==> src/hdl/pita_pkg.sv <==
// Package for the padded integer to ASCII unit: sizes, states, control struct and character map.
package pita_pkg;

  localparam int MAX_WIDTH  = 63;
  localparam int VALUE_BITS = 64;
  localparam int MAG_BITS   = 64;
  localparam int FW_BITS    = 6;

  // Decimal digit count is ceil(VALUE_BITS * log10(2)).
  localparam int DEC_DIGITS = (VALUE_BITS * 30103 + 99999) / 100000;
  localparam int HEX_DIGITS = (VALUE_BITS + 3) / 4;
  localparam int NDIG       = (DEC_DIGITS > HEX_DIGITS) ? DEC_DIGITS : HEX_DIGITS;
  localparam int DIG_BITS   = NDIG * 4;
  localparam int CNT_W      = $clog2(NDIG + 1);
  localparam int BIT_CNT_W  = $clog2(VALUE_BITS);

  localparam logic [7:0] CH_ZERO  = 8'h30;
  localparam logic [7:0] CH_SPACE = 8'h20;
  localparam logic [7:0] CH_MINUS = 8'h2D;
  localparam logic [7:0] CH_UPPER = 8'h41;
  localparam logic [7:0] CH_LOWER = 8'h61;

  typedef enum logic [2:0] {
    ST_IDLE,
    ST_CONV,
    ST_STRIP,
    ST_FILL,
    ST_SIGN,
    ST_DIGITS
  } pita_state_t;

  typedef struct packed {
    logic load_dec;
    logic load_hex;
    logic dabble;
    logic shift;
  } pita_dig_ctl_t;

  function automatic logic [7:0] digit_char(input logic [3:0] d, input logic upper);
    logic [7:0] ch;
    if (d < 4'd10) begin
      ch = CH_ZERO + 8'(d);
    end else if (upper) begin
      ch = CH_UPPER + 8'(d - 4'd10);
    end else begin
      ch = CH_LOWER + 8'(d - 4'd10);
    end
    return ch;
  endfunction

endpackage

==> src/hdl/pita_digits.sv <==
// Digit register: bit-serial binary to BCD conversion, hex load and digit shift-out.
module pita_digits import pita_pkg::*; (
  input  logic                clk,
  input  pita_dig_ctl_t       ctl,
  input  logic [MAG_BITS-1:0] magnitude,
  output logic [3:0]          top_digit
);

  logic [VALUE_BITS-1:0] mag;
  logic [DIG_BITS-1:0]   digs;
  logic [DIG_BITS-1:0]   adj;

  // Every BCD digit of 5 or more gets 3 added before the doubling shift.
  always_comb begin
    for (int i = 0; i < NDIG; i++) begin
      if (digs[4*i +: 4] >= 4'd5) begin
        adj[4*i +: 4] = 4'(digs[4*i +: 4] + 4'd3);
      end else begin
        adj[4*i +: 4] = digs[4*i +: 4];
      end
    end
  end

  always_ff @(posedge clk) begin
    if (ctl.load_dec) begin
      mag  <= magnitude[VALUE_BITS-1:0];
      digs <= '0;
    end else if (ctl.load_hex) begin
      digs <= DIG_BITS'(magnitude[VALUE_BITS-1:0]);
    end else if (ctl.dabble) begin
      digs <= {adj[DIG_BITS-2:0], mag[VALUE_BITS-1]};
      mag  <= {mag[VALUE_BITS-2:0], 1'b0};
    end else if (ctl.shift) begin
      digs <= {digs[DIG_BITS-5:0], 4'h0};
    end
  end

  assign top_digit = digs[DIG_BITS-1 -: 4];

endmodule

==> src/hdl/padded_integer_to_ascii_unit.sv <==
// Top level of the padded integer to ASCII unit: sequencer, padding and character output.
// A decimal word is first converted to BCD bit by bit, a hex word needs no conversion; then up
// to NDIG-1 (19) leading zero digits are dropped and the fill is set up, after which
// one character is formed per cycle and shows on the outputs in the following cycle.
// A new start is taken only once busy drops, so a word is fully output before the next
// one is accepted.
// Synchronous active-high reset returns the sequencer to idle and clears the strobe; the
// receiver cannot stall, and each character is shown for exactly one cycle.
module padded_integer_to_ascii_unit import pita_pkg::*; (
  input  logic                clk,
  input  logic                rst,
  input  logic                start,
  output logic                busy,
  input  logic [MAG_BITS-1:0] magnitude,
  input  logic                base_hex,
  input  logic                upper_case,
  input  logic                negative,
  input  logic [FW_BITS-1:0]  field_width,
  input  logic                zero_fill,
  output logic                char_valid,
  output logic [7:0]          char_out,
  output logic                last_char
);

  pita_state_t          state, state_next;
  pita_dig_ctl_t        dctl;
  logic [3:0]           top_digit;
  logic [BIT_CNT_W-1:0] bitcnt, bitcnt_next;
  logic [CNT_W-1:0]     cnt, cnt_next;
  logic [FW_BITS-1:0]   fill, fill_next;
  logic [FW_BITS-1:0]   wcap;
  logic                 neg_r, zpad_r, upper_r;
  logic [FW_BITS-1:0]   width_r;
  logic [6:0]           body;
  logic                 emit;
  logic [7:0]           ch;
  logic                 last;
  logic                 accept;

  assign accept = start && !busy;
  assign busy   = (state != ST_IDLE);

  pita_digits u_digits (
    .clk       (clk),
    .ctl       (dctl),
    .magnitude (magnitude),
    .top_digit (top_digit)
  );

  assign body = 7'(cnt) + 7'(neg_r);
  assign wcap = (width_r > FW_BITS'(MAX_WIDTH)) ? FW_BITS'(MAX_WIDTH) : width_r;

  always_ff @(posedge clk) begin
    if (rst) begin
      state      <= ST_IDLE;
      char_valid <= 1'b0;
    end else begin
      state      <= state_next;
      char_valid <= emit;
    end
  end

  always_ff @(posedge clk) begin
    bitcnt   <= bitcnt_next;
    cnt      <= cnt_next;
    fill     <= fill_next;
    char_out <= ch;
    last_char <= last;
    if (accept) begin
      neg_r   <= negative;
      zpad_r  <= zero_fill;
      upper_r <= upper_case;
      width_r <= field_width;
    end
  end

  always_comb begin
    state_next  = state;
    bitcnt_next = bitcnt;
    cnt_next    = cnt;
    fill_next   = fill;
    dctl        = '0;
    emit        = 1'b0;
    ch          = CH_SPACE;
    last        = 1'b0;
    case (state)
      ST_IDLE: begin
        if (start) begin
          cnt_next    = CNT_W'(NDIG);
          bitcnt_next = BIT_CNT_W'(VALUE_BITS - 1);
          if (base_hex) begin
            dctl.load_hex = 1'b1;
            state_next    = ST_STRIP;
          end else begin
            dctl.load_dec = 1'b1;
            state_next    = ST_CONV;
          end
        end
      end
      ST_CONV: begin
        dctl.dabble = 1'b1;
        bitcnt_next = BIT_CNT_W'(bitcnt - 1'b1);
        if (bitcnt == '0) begin
          state_next = ST_STRIP;
        end
      end
      ST_STRIP: begin
        if (top_digit == 4'h0 && cnt > CNT_W'(1)) begin
          dctl.shift = 1'b1;
          cnt_next   = CNT_W'(cnt - 1'b1);
        end else begin
          // Fill only when the capped width exceeds sign plus digits.
          fill_next = (7'(wcap) > body) ? FW_BITS'(7'(wcap) - body) : '0;
          if (zpad_r) begin
            if (neg_r) begin
              state_next = ST_SIGN;
            end else if (7'(wcap) > body) begin
              state_next = ST_FILL;
            end else begin
              state_next = ST_DIGITS;
            end
          end else begin
            if (7'(wcap) > body) begin
              state_next = ST_FILL;
            end else if (neg_r) begin
              state_next = ST_SIGN;
            end else begin
              state_next = ST_DIGITS;
            end
          end
        end
      end
      ST_FILL: begin
        emit      = 1'b1;
        ch        = zpad_r ? CH_ZERO : CH_SPACE;
        fill_next = FW_BITS'(fill - 1'b1);
        if (fill == FW_BITS'(1)) begin
          state_next = (!zpad_r && neg_r) ? ST_SIGN : ST_DIGITS;
        end
      end
      ST_SIGN: begin
        emit = 1'b1;
        ch   = CH_MINUS;
        if (zpad_r && fill != '0) begin
          state_next = ST_FILL;
        end else begin
          state_next = ST_DIGITS;
        end
      end
      ST_DIGITS: begin
        emit       = 1'b1;
        ch         = digit_char(top_digit, upper_r);
        dctl.shift = 1'b1;
        cnt_next   = CNT_W'(cnt - 1'b1);
        if (cnt == CNT_W'(1)) begin
          last       = 1'b1;
          state_next = ST_IDLE;
        end
      end
      default: begin
        state_next = ST_IDLE;
      end
    endcase
  end

  a_last_has_strobe: assert property (@(posedge clk) disable iff (rst)
    last_char && char_valid |-> !busy || $past(state) == ST_DIGITS)
    else $error("last character not produced by the digit phase");

  a_done_after_last: assert property (@(posedge clk) disable iff (rst)
    $fell(busy) |-> char_valid && last_char)
    else $error("unit went idle without a final character");

  a_start_takes: assert property (@(posedge clk) disable iff (rst)
    start && !busy |=> busy)
    else $error("accepted word did not start the sequencer");

  a_digits_left: assert property (@(posedge clk) disable iff (rst)
    state == ST_DIGITS |-> cnt != '0)
    else $error("digit phase entered with no digits left");

  a_fill_left: assert property (@(posedge clk) disable iff (rst)
    state == ST_FILL |-> fill != '0)
    else $error("fill phase entered with no fill left");

endmodule

==> config.mk <==
export PLATFORM = sky130hd
export DESIGN_NAME = padded_integer_to_ascii_unit
export DESIGN_NICKNAME = d
export VERILOG_FILES = /design/src/hdl/pita_pkg.sv /design/src/hdl/pita_digits.sv /design/src/hdl/padded_integer_to_ascii_unit.sv
export SDC_FILE = /design/constraint.sdc
export NUM_CORES = 1
export LEC_CHECK = 0
export ABC_AREA = 0
export BUFFER_PORTS_ARGS = -buffer_cell sky130_fd_sc_hd__buf_4
export CAP_MARGIN = 15
export CORE_MARGIN = 3
export CORE_UTILIZATION = 25
export DETAILED_ROUTE_END_ITERATION = 10
export PLACE_DENSITY = 0.49
export SYNTH_ARGS = -nofsm -noshare
export SYNTH_HDL_FRONTEND = slang
export SYNTH_SLANG_ARGS = --single-unit
==> constraint.sdc <==
create_clock -name clk -period 7.2 [get_ports clk]
set_clock_uncertainty 0.2 [all_clocks]
set_input_delay 0.36 -clock clk [delete_from_list [all_inputs] [get_ports clk]]
set_output_delay 0.36 -clock clk [all_outputs]
set_load 0.01 [all_outputs]
==> results of run 1 <==
per-stage QoR:
stage	worst slack, ns	cell area, um2
after floorplan	0.8368	11180
after global placement	3.733	12300
after detailed placement	3.697	12300
after CTS	3.678	13270
after global routing	3.387	13270
final	3.682	13270
cells in the final DEF, fill, tap and decap left out, drive strengths merged, types with 19 or more instances in the layout:
cell type	instances
mux2i	24
a211oi	43
edfxtp	90
dlygate4sd3	46
nand3	19
o21ai	50
nand2b	21
nor3b	19
a31oi	49
inv	77
nand2	111
mux2	67
buf	97
dfxtp	93
clkbuf	19
o22ai	20
nor2	72
xnor2	32
ha	61
a21oi	110
worst reg2reg max path, cell delays in order, from the launching register on:
cell	delay (ns)
dfxtp_1	0.64
nor2_1	0.14
nand3b_1	0.11
buf_4	0.42
clkinv_2	0.65
buf_4	0.58
nand2_1	0.23
and3_1	0.17
a211oi_1	0.05
o31ai_1	0.25
final cells by class:
cell class                 instances  area [um2]  area share
clock buffer                      19       432.9     0.03261
clock inverter                    13       80.08    0.006033
inverter                          76       286.5     0.02159
multi-input combinational        849        5989      0.4512
sequential                       183        4564      0.3439
tap                              585       732.0     0.05514
timing repair buffer             143        1189     0.08955
logic make-up (layout without fill, tap and decap cells):
family | after synthesis | in the layout | synth area share
buf+inv | 163 | 251 | 0.05930
simple gates | 283 | 283 | 0.1202
mux | 91 | 91 | 0.08895
flops | 183 | 183 | 0.4081
fa+ha+maj | 62 | 62 | 0.07004
xor+xnor | 37 | 37 | 0.02898
compound gates | 376 | 376 | 0.2244
how the worst min path moves through the flow:
| stage | startpoint | to | slack (ns) | depth (start not counted) |
|---|---|---|---|---|
| final | magnitude[30] | u_digits.mag[30]$_DFFE_PP_ | 0.03 | 2 |
| after global routing | magnitude[48] | u_digits.mag[48]$_DFFE_PP_ | 0.008 | 2 |
| after CTS | magnitude[13] | u_digits.mag[13]$_DFFE_PP_ | 0.001 | 2 |
| after detailed placement | u_digits.digs[77]$_SDFFE_PP0P_ | u_digits.digs[77]$_SDFFE_PP0P_ | 0.33 | 2 |
| after global placement | u_digits.digs[67]$_SDFFE_PP0P_ | u_digits.digs[67]$_SDFFE_PP0P_ | 0.31 | 2 |
| after floorplan | rst | char_valid$_SDFF_PP0_ | 0.23 | 1 |
power by group through the flow:
| stage | Clock (uW) | Combinational [uW] | Sequential, uW |
|---|---|---|---|
| detailed placement | 0 | 2810 | 1990 |
| CTS | 906 | 2850 | 1970 |
| global placement | 0 | 2760 | 1980 |
| global route | 944 | 3190 | 2040 |
| finish | 878 | 2820 | 1980 |
| floorplan | 0 | 2300 | 1830 |
sequential cells by signal, indices dropped and copies added, names as in the netlist:
register       count
u_digits.digs     80
u_digits.mag      64
char_out           8
bitcnt             6
fill               6
width_r            6
cnt                5
state              3
char_valid         1
last_char          1
neg_r              1
upper_r            1
zpad_r             1
per-layer routing:
layer	share of wire	GRT usage	up-vias
met5	0	0	-
met4	0.014	0.03631	0
met3	0.035	0.02578	25
met2	0.46	0.2101	162
met1	0.49	0.1753	4505
li1	-	-	4539
Yosys cell counts, types with 6 or more instances:
master	count	area, um2
ha_1	61	763.2
inv_1	74	277.8
nor3_1	9	45.04
buf_2	20	100.1
dfxtp_1	93	1862
o21ai_0	50	250.2
a211oi_1	43	322.8
clkbuf_1	57	214.0
nor2_1	72	270.3
nand2b_1	21	131.4
xnor2_1	32	280.3
o32a_1	12	120.1
nand3_1	19	95.09
edfxtp_1	90	2703
and3_1	10	62.56
o21a_1	16	120.1
o32ai_1	7	61.31
mux2i_1	24	240.2
a32o_1	6	60.06
a221oi_1	7	61.31
a21oi_1	109	545.5
mux2_2	67	754.5
a31oi_1	49	306.5
o22ai_1	20	125.1
o211ai_1	15	112.6
nand2_1	110	412.9
a221oi_2	9	135.1
nor3b_1	19	142.6
==> qor.yml, run 1 <==
status:
  outcome: "finished, final reports clean"
floorplanning:
  start_util: 0.2562
  die_h_um: 217.5
  dieArea_um2: 47310
  die_x_um: 217.5
  core_area_um2: 43650
  num_rows: 76
  ios: 88
synth:
  synth-main-ff-cell: "dfxtp_1"
  syn_area_um2: 11180
  avgSynthCellArea_um2: 9.358
  syn_inst: 1195
  synth-async-reset-ratio: 0
  ys_warn_count: 0
  synthesis.nets: 1334
  synthDistinctLibCells: 65
  ys_seq_area_frac: 0.4081
  synth-edff-count: 90
  synth_seq_cells: 183
power_and_ir_drop:
  power_frac_comb: 0.497
  irDropWorstVdd_mv: 0.1974
  p_int_uw: 3214
  power_uw: 5678
  power.leakage_uw: 0.004915
  seq_power_share: 0.348
  swShare: 0.4338
  p_switching_uw: 2463
  clockPowerShare: 0.155
  power_density_nw_per_um2: 427.7
layout:
  fin_nets: 1409
  post-route-util: 0.3041
  stdcell_count: 1868
  num-fill-cells: 4535
  diodes: 0
  layout-drive-gt1-share: 0.1637
  area_delta_synth_final_pct: 18.70
timing:
  drv_slew: 0
  min_period_ns: 3.518
  relSlewSlack: 0.3324
  hold_viol: 0
  max_freq_ghz: 0.2842
  worst_pin_slew_ns: 0.9953
  worst_hold_slack_ns: 0.02754
  rsz0062_at_grt: "false"
  finalSetupViolCount: 0
  period_share: 0.4886
  setup_tns_ns: 0
critical_path:
  rr_startpoint: "state[0]$_SDFFE_PP0P_"
  crit_slowest_cell: "dfxtp_1"
  endpoint_kind: "flop"
  r2r-end: "u_digits.digs[33]$_SDFFE_PP0P_"
  path_cells: "nor2_1 -> nand3b_1 -> buf_4 -> clkinv_2 -> buf_4 -> nand2_1 -> and3_1 -> a211oi_1 -> o31ai_1"
  worst-path-buf-inv: 3
  regToRegSetupSlack_ns: 3.68
  cp.depth: 9
  critPathTopFamily: "buffers and inverters"
  required_ns: 7.37
  critPathLaunch: "state[0]$_SDFFE_PP0P_"
  cp.arrival_ns: 3.69
  critical_path_class: "reg2reg"
  startpoint_type: "flop"
  critPathMaxStageDelay_ns: 0.64
  reg2regPathDepth: 9
  critPathMaxFanout: 65
  crit_end: "u_digits.digs[33]$_SDFFE_PP0P_"
  crit_top_cell: "buf_4"
clock_network:
  cts_resized: 0
  clkTransAtPathRegs_ns: 0.07
  numClockSinks: 183
  postCtsHoldBufs: 46
  post_cts.repair.setup_buffers: 0
  cts_tree: "built"
  cts.htree.levels: 4
  numCtsBuffers: 17
  clk_latency_ns: 0.45
  cts_buffer_depth: 2
  clock-root-buffer: "clkbuf_16"
placement:
  dp_hpwl_um: 19790
  placed_cells: 1790
  port_buffers: 87
  gp_congestion: 0.7783
worst_hold_path:
  hp-class: "in2reg"
route:
  route.detailed.drc: 0
  vias: 9231
  wl_per_cell_um: 16.40
  drt_iter0_drc: 564
  drt-vias-per-instance: 4.942
  ant_nets: 0
  routed_wl_um: 30640
  drt_first_pass_iters: 7
global_routing:
  antenna_found_initial: 0
  grt_pass1_wl_um: 49020
  grt_pass1_vias: 9085
  grt_max_degree: 74
  overflow: 0
  grt_usage: 0.1294
run:
  drv_cap: 0
Note: power is estimated with default switching activity, not from simulation.
==> inputs of run 2 (changes only) <==
--- a/config.mk
+++ b/config.mk
@@ -11,7 +11,7 @@
 export CORE_MARGIN = 3
 export CORE_UTILIZATION = 25
 export DETAILED_ROUTE_END_ITERATION = 10
-export PLACE_DENSITY = 0.49
+export PLACE_DENSITY = 0.5
 export SYNTH_ARGS = -nofsm -noshare
 export SYNTH_HDL_FRONTEND = slang
 export SYNTH_SLANG_ARGS = --single-unit
==> constraint.sdc (replaced) <==
create_clock -name clk -period 2.85 [get_ports clk]
set_clock_uncertainty 0.2 [all_clocks]
set_input_delay 0.1425 -clock clk [delete_from_list [all_inputs] [get_ports clk]]
set_output_delay 0.1425 -clock clk [all_outputs]
set_load 0.01 [all_outputs]
==> qor.yml, run 2 (same netlist as run 1, synthesis figures left out) <==
placement:
  gp_congestion: 0.8443  # +8.5%
  port_buffers: 87  # unchanged
  dp_hpwl_um: 20740  # +4.8%
  placed_cells: 1820  # +1.7%
layout:
  top_register: "u_digits.digs"
  final_cell_mix: "buf_4 (116), nand2_1 (110), a21oi_1 (109)"
  num-fill-cells: 4505  # -0.66%
  layout-drive-gt1-share: 0.1866  # +0.02294
  reg_top3: "u_digits.digs x80, u_digits.mag x64, char_out x8"
  fin_nets: 1472  # +4.5%
  final_common_cell: "buf_4"
  largest_register_ffs: 80  # unchanged
  area_delta_synth_final_pct: 26.18
  stdcell_count: 1930  # +3.3%
  diodes: 0  # unchanged
timing:
  finalSetupViolCount: 0  # unchanged
  worst_pin_slew_ns: 0.4555  # -0.5398 ns
  drv_slew: 0  # unchanged
  worst_hold_slack_ns: 0.08213  # +0.05459 ns
  relSlewSlack: 0.6945  # +0.3621
  min_period_ns: 2.748  # -0.7700 ns
  hold_viol: 0  # unchanged
  setup_tns_ns: 0  # unchanged
  max_freq_ghz: 0.3639  # +28%
  rsz0062_at_grt: "true"
  period_share: 0.9642  # +0.4756
critical_path:
  crit_slowest_cell: "edfxtp_1"
  critPathMaxFanout: 3  # -95%
  critPathLaunch: "neg_r$_DFFE_PP_"
  critical_path_class: "reg2reg"
  cp.depth: 9  # unchanged
  r2r-end: "fill[5]$_DFFE_PP_"
  path_cells: "ha_1 -> ha_1 -> inv_1 -> ha_1 -> nor2b_1 -> o31a_1 -> o21ai_0 -> nor4b_2 -> nor3_1"
  reg2regPathDepth: 9  # unchanged
  regToRegSetupSlack_ns: 0.10  # -3.58 ns
  crit_end: "fill[5]$_DFFE_PP_"
  crit_top_cell: "ha_1"
  required_ns: 2.85  # -4.52 ns
  startpoint_type: "flop"
  cp.arrival_ns: 2.74  # -0.95 ns
  critPathMaxStageDelay_ns: 0.42  # -0.22 ns
  rr_startpoint: "neg_r$_DFFE_PP_"
  critPathTopFamily: "adder cells"
  endpoint_kind: "flop"
  worst-path-buf-inv: 1  # -2
global_routing:
  grt_usage: 0.1306  # +0.001164
  grt_max_degree: 62  # -16%
  grt_pass1_wl_um: 49740  # +1.5%
  grt_pass1_vias: 9204  # +1.3%
  antenna_found_initial: 0  # unchanged
  overflow: 0  # unchanged
clock_network:
  clk_latency_ns: 0.46  # about the same
  cts_tree: "built"
  clkTransAtPathRegs_ns: 0.07  # about the same
  cts_buffer_depth: 2  # unchanged
  numCtsBuffers: 17  # unchanged
  clock-root-buffer: "clkbuf_16"
  numClockSinks: 183  # unchanged
  cts.htree.levels: 4  # unchanged
floorplanning:
  num_rows: 76  # unchanged
  core_area_um2: 43650  # unchanged
  start_util: 0.2562  # unchanged
  ios: 88  # unchanged
  die_x_um: 217.5  # unchanged
  dieArea_um2: 47310  # unchanged
  die_h_um: 217.5  # unchanged
route:
  drt_iter0_drc: 630  # +12%
  drt-vias-per-instance: 4.869  # -1.5%
  vias: 9398  # +1.8%
  wl_per_cell_um: 15.82  # -3.6%
  drt_first_pass_iters: 4  # -3
  routed_wl_um: 30520  # -0.38%
  ant_nets: 0  # unchanged
  route.detailed.drc: 0  # unchanged
worst_hold_path:
  hp-class: "in2reg"
power_and_ir_drop:
  power_density_nw_per_um2: 1079  # +150%
  power.leakage_uw: 0.005305  # +7.9%
  irDropWorstVdd_mv: 0.4487  # +130%
status:
  outcome: "finished, final reports clean"
run:
  drv_cap: 0  # unchanged
-- run 2: timing repair --
item | in CTS | in global routing
hold endpoints to repair | 141 | 0
setup endpoints to repair | 0 | 6
gates resized for setup | 0 | 5
setup buffers | 0 | 2
hold buffers | 77 | 0
-- run 2: worst reg2reg max path, stage by stage, from the launching register on --
cell	delay (ns)
edfxtp_1	0.42
ha_1	0.22
ha_1	0.33
inv_1	0.06
ha_1	0.28
nor2b_1	0.14
o31a_1	0.25
o21ai_0	0.24
nor4b_2	0.28
nor3_1	0.08
-- run 2: power breakdown --
part           switching [uW]  leakage, uW  internal (uW)
Clock                    1130     0.000300           1420
Sequential                909      0.00161           4020
Combinational            4300      0.00340           3450
Total                    6350      0.00530           8880
-- run 2: worst min path at each step --
| stage | startpoint | slack [ns] | cells after the start | endpoint |
|---|---|---|---|---|
| floorplan | rst | 0.01 | 1 | char_valid$_SDFF_PP0_ |
| global placement | field_width[5] | 0.12 | 1 | width_r[5]$_DFFE_PP_ |
| detailed placement | field_width[3] | 0.12 | 1 | width_r[3]$_DFFE_PP_ |
| CTS | start | 0.06 | 5 | state[1]$_SDFFE_PP0P_ |
| global route | start | 0.13 | 5 | state[0]$_SDFFE_PP0P_ |
| finish | start | 0.08 | 5 | state[1]$_SDFFE_PP0P_ |
-- run 2: metal layers --
metal,GRT usage,up-vias,share of wire
met3,0.02480,21,0.034
met1,0.1800,4554,0.49
met4,0.03175,0,0.011
li1,-,4676,-
met5,0,-,0
met2,0.2114,147,0.46
-- run 2: through the flow --
| stage | setup slack [ns] | util | power [uW] | instance area, um2 |
|---|---|---|---|---|
| CTS | 0.07937 | 0.3224 | 15310 | 14070 |
| global placement | 0.1307 | 0.2908 | 12470 | 12690 |
| detailed placement | 0.08534 | 0.2908 | 12590 | 12690 |
| global route | -0.04772 | 0.3233 | 16570 | 14110 |
| floorplan | 0.06048 | - | 10400 | 11200 |
| finish | 0.1019 | 0.3233 | 15230 | 14110 |
-- run 2: area by class of cell --
cell class / instances / area (um2) / area share
sequential: 183 / 4564 / 0.3235
tap: 585 / 732.0 / 0.05187
inverter: 76 / 286.5 / 0.02031
timing repair buffer: 206 / 1902 / 0.1348
multi-input combinational: 849 / 6018 / 0.4265
clock buffer: 19 / 442.9 / 0.03139
clock inverter: 12 / 165.2 / 0.01170
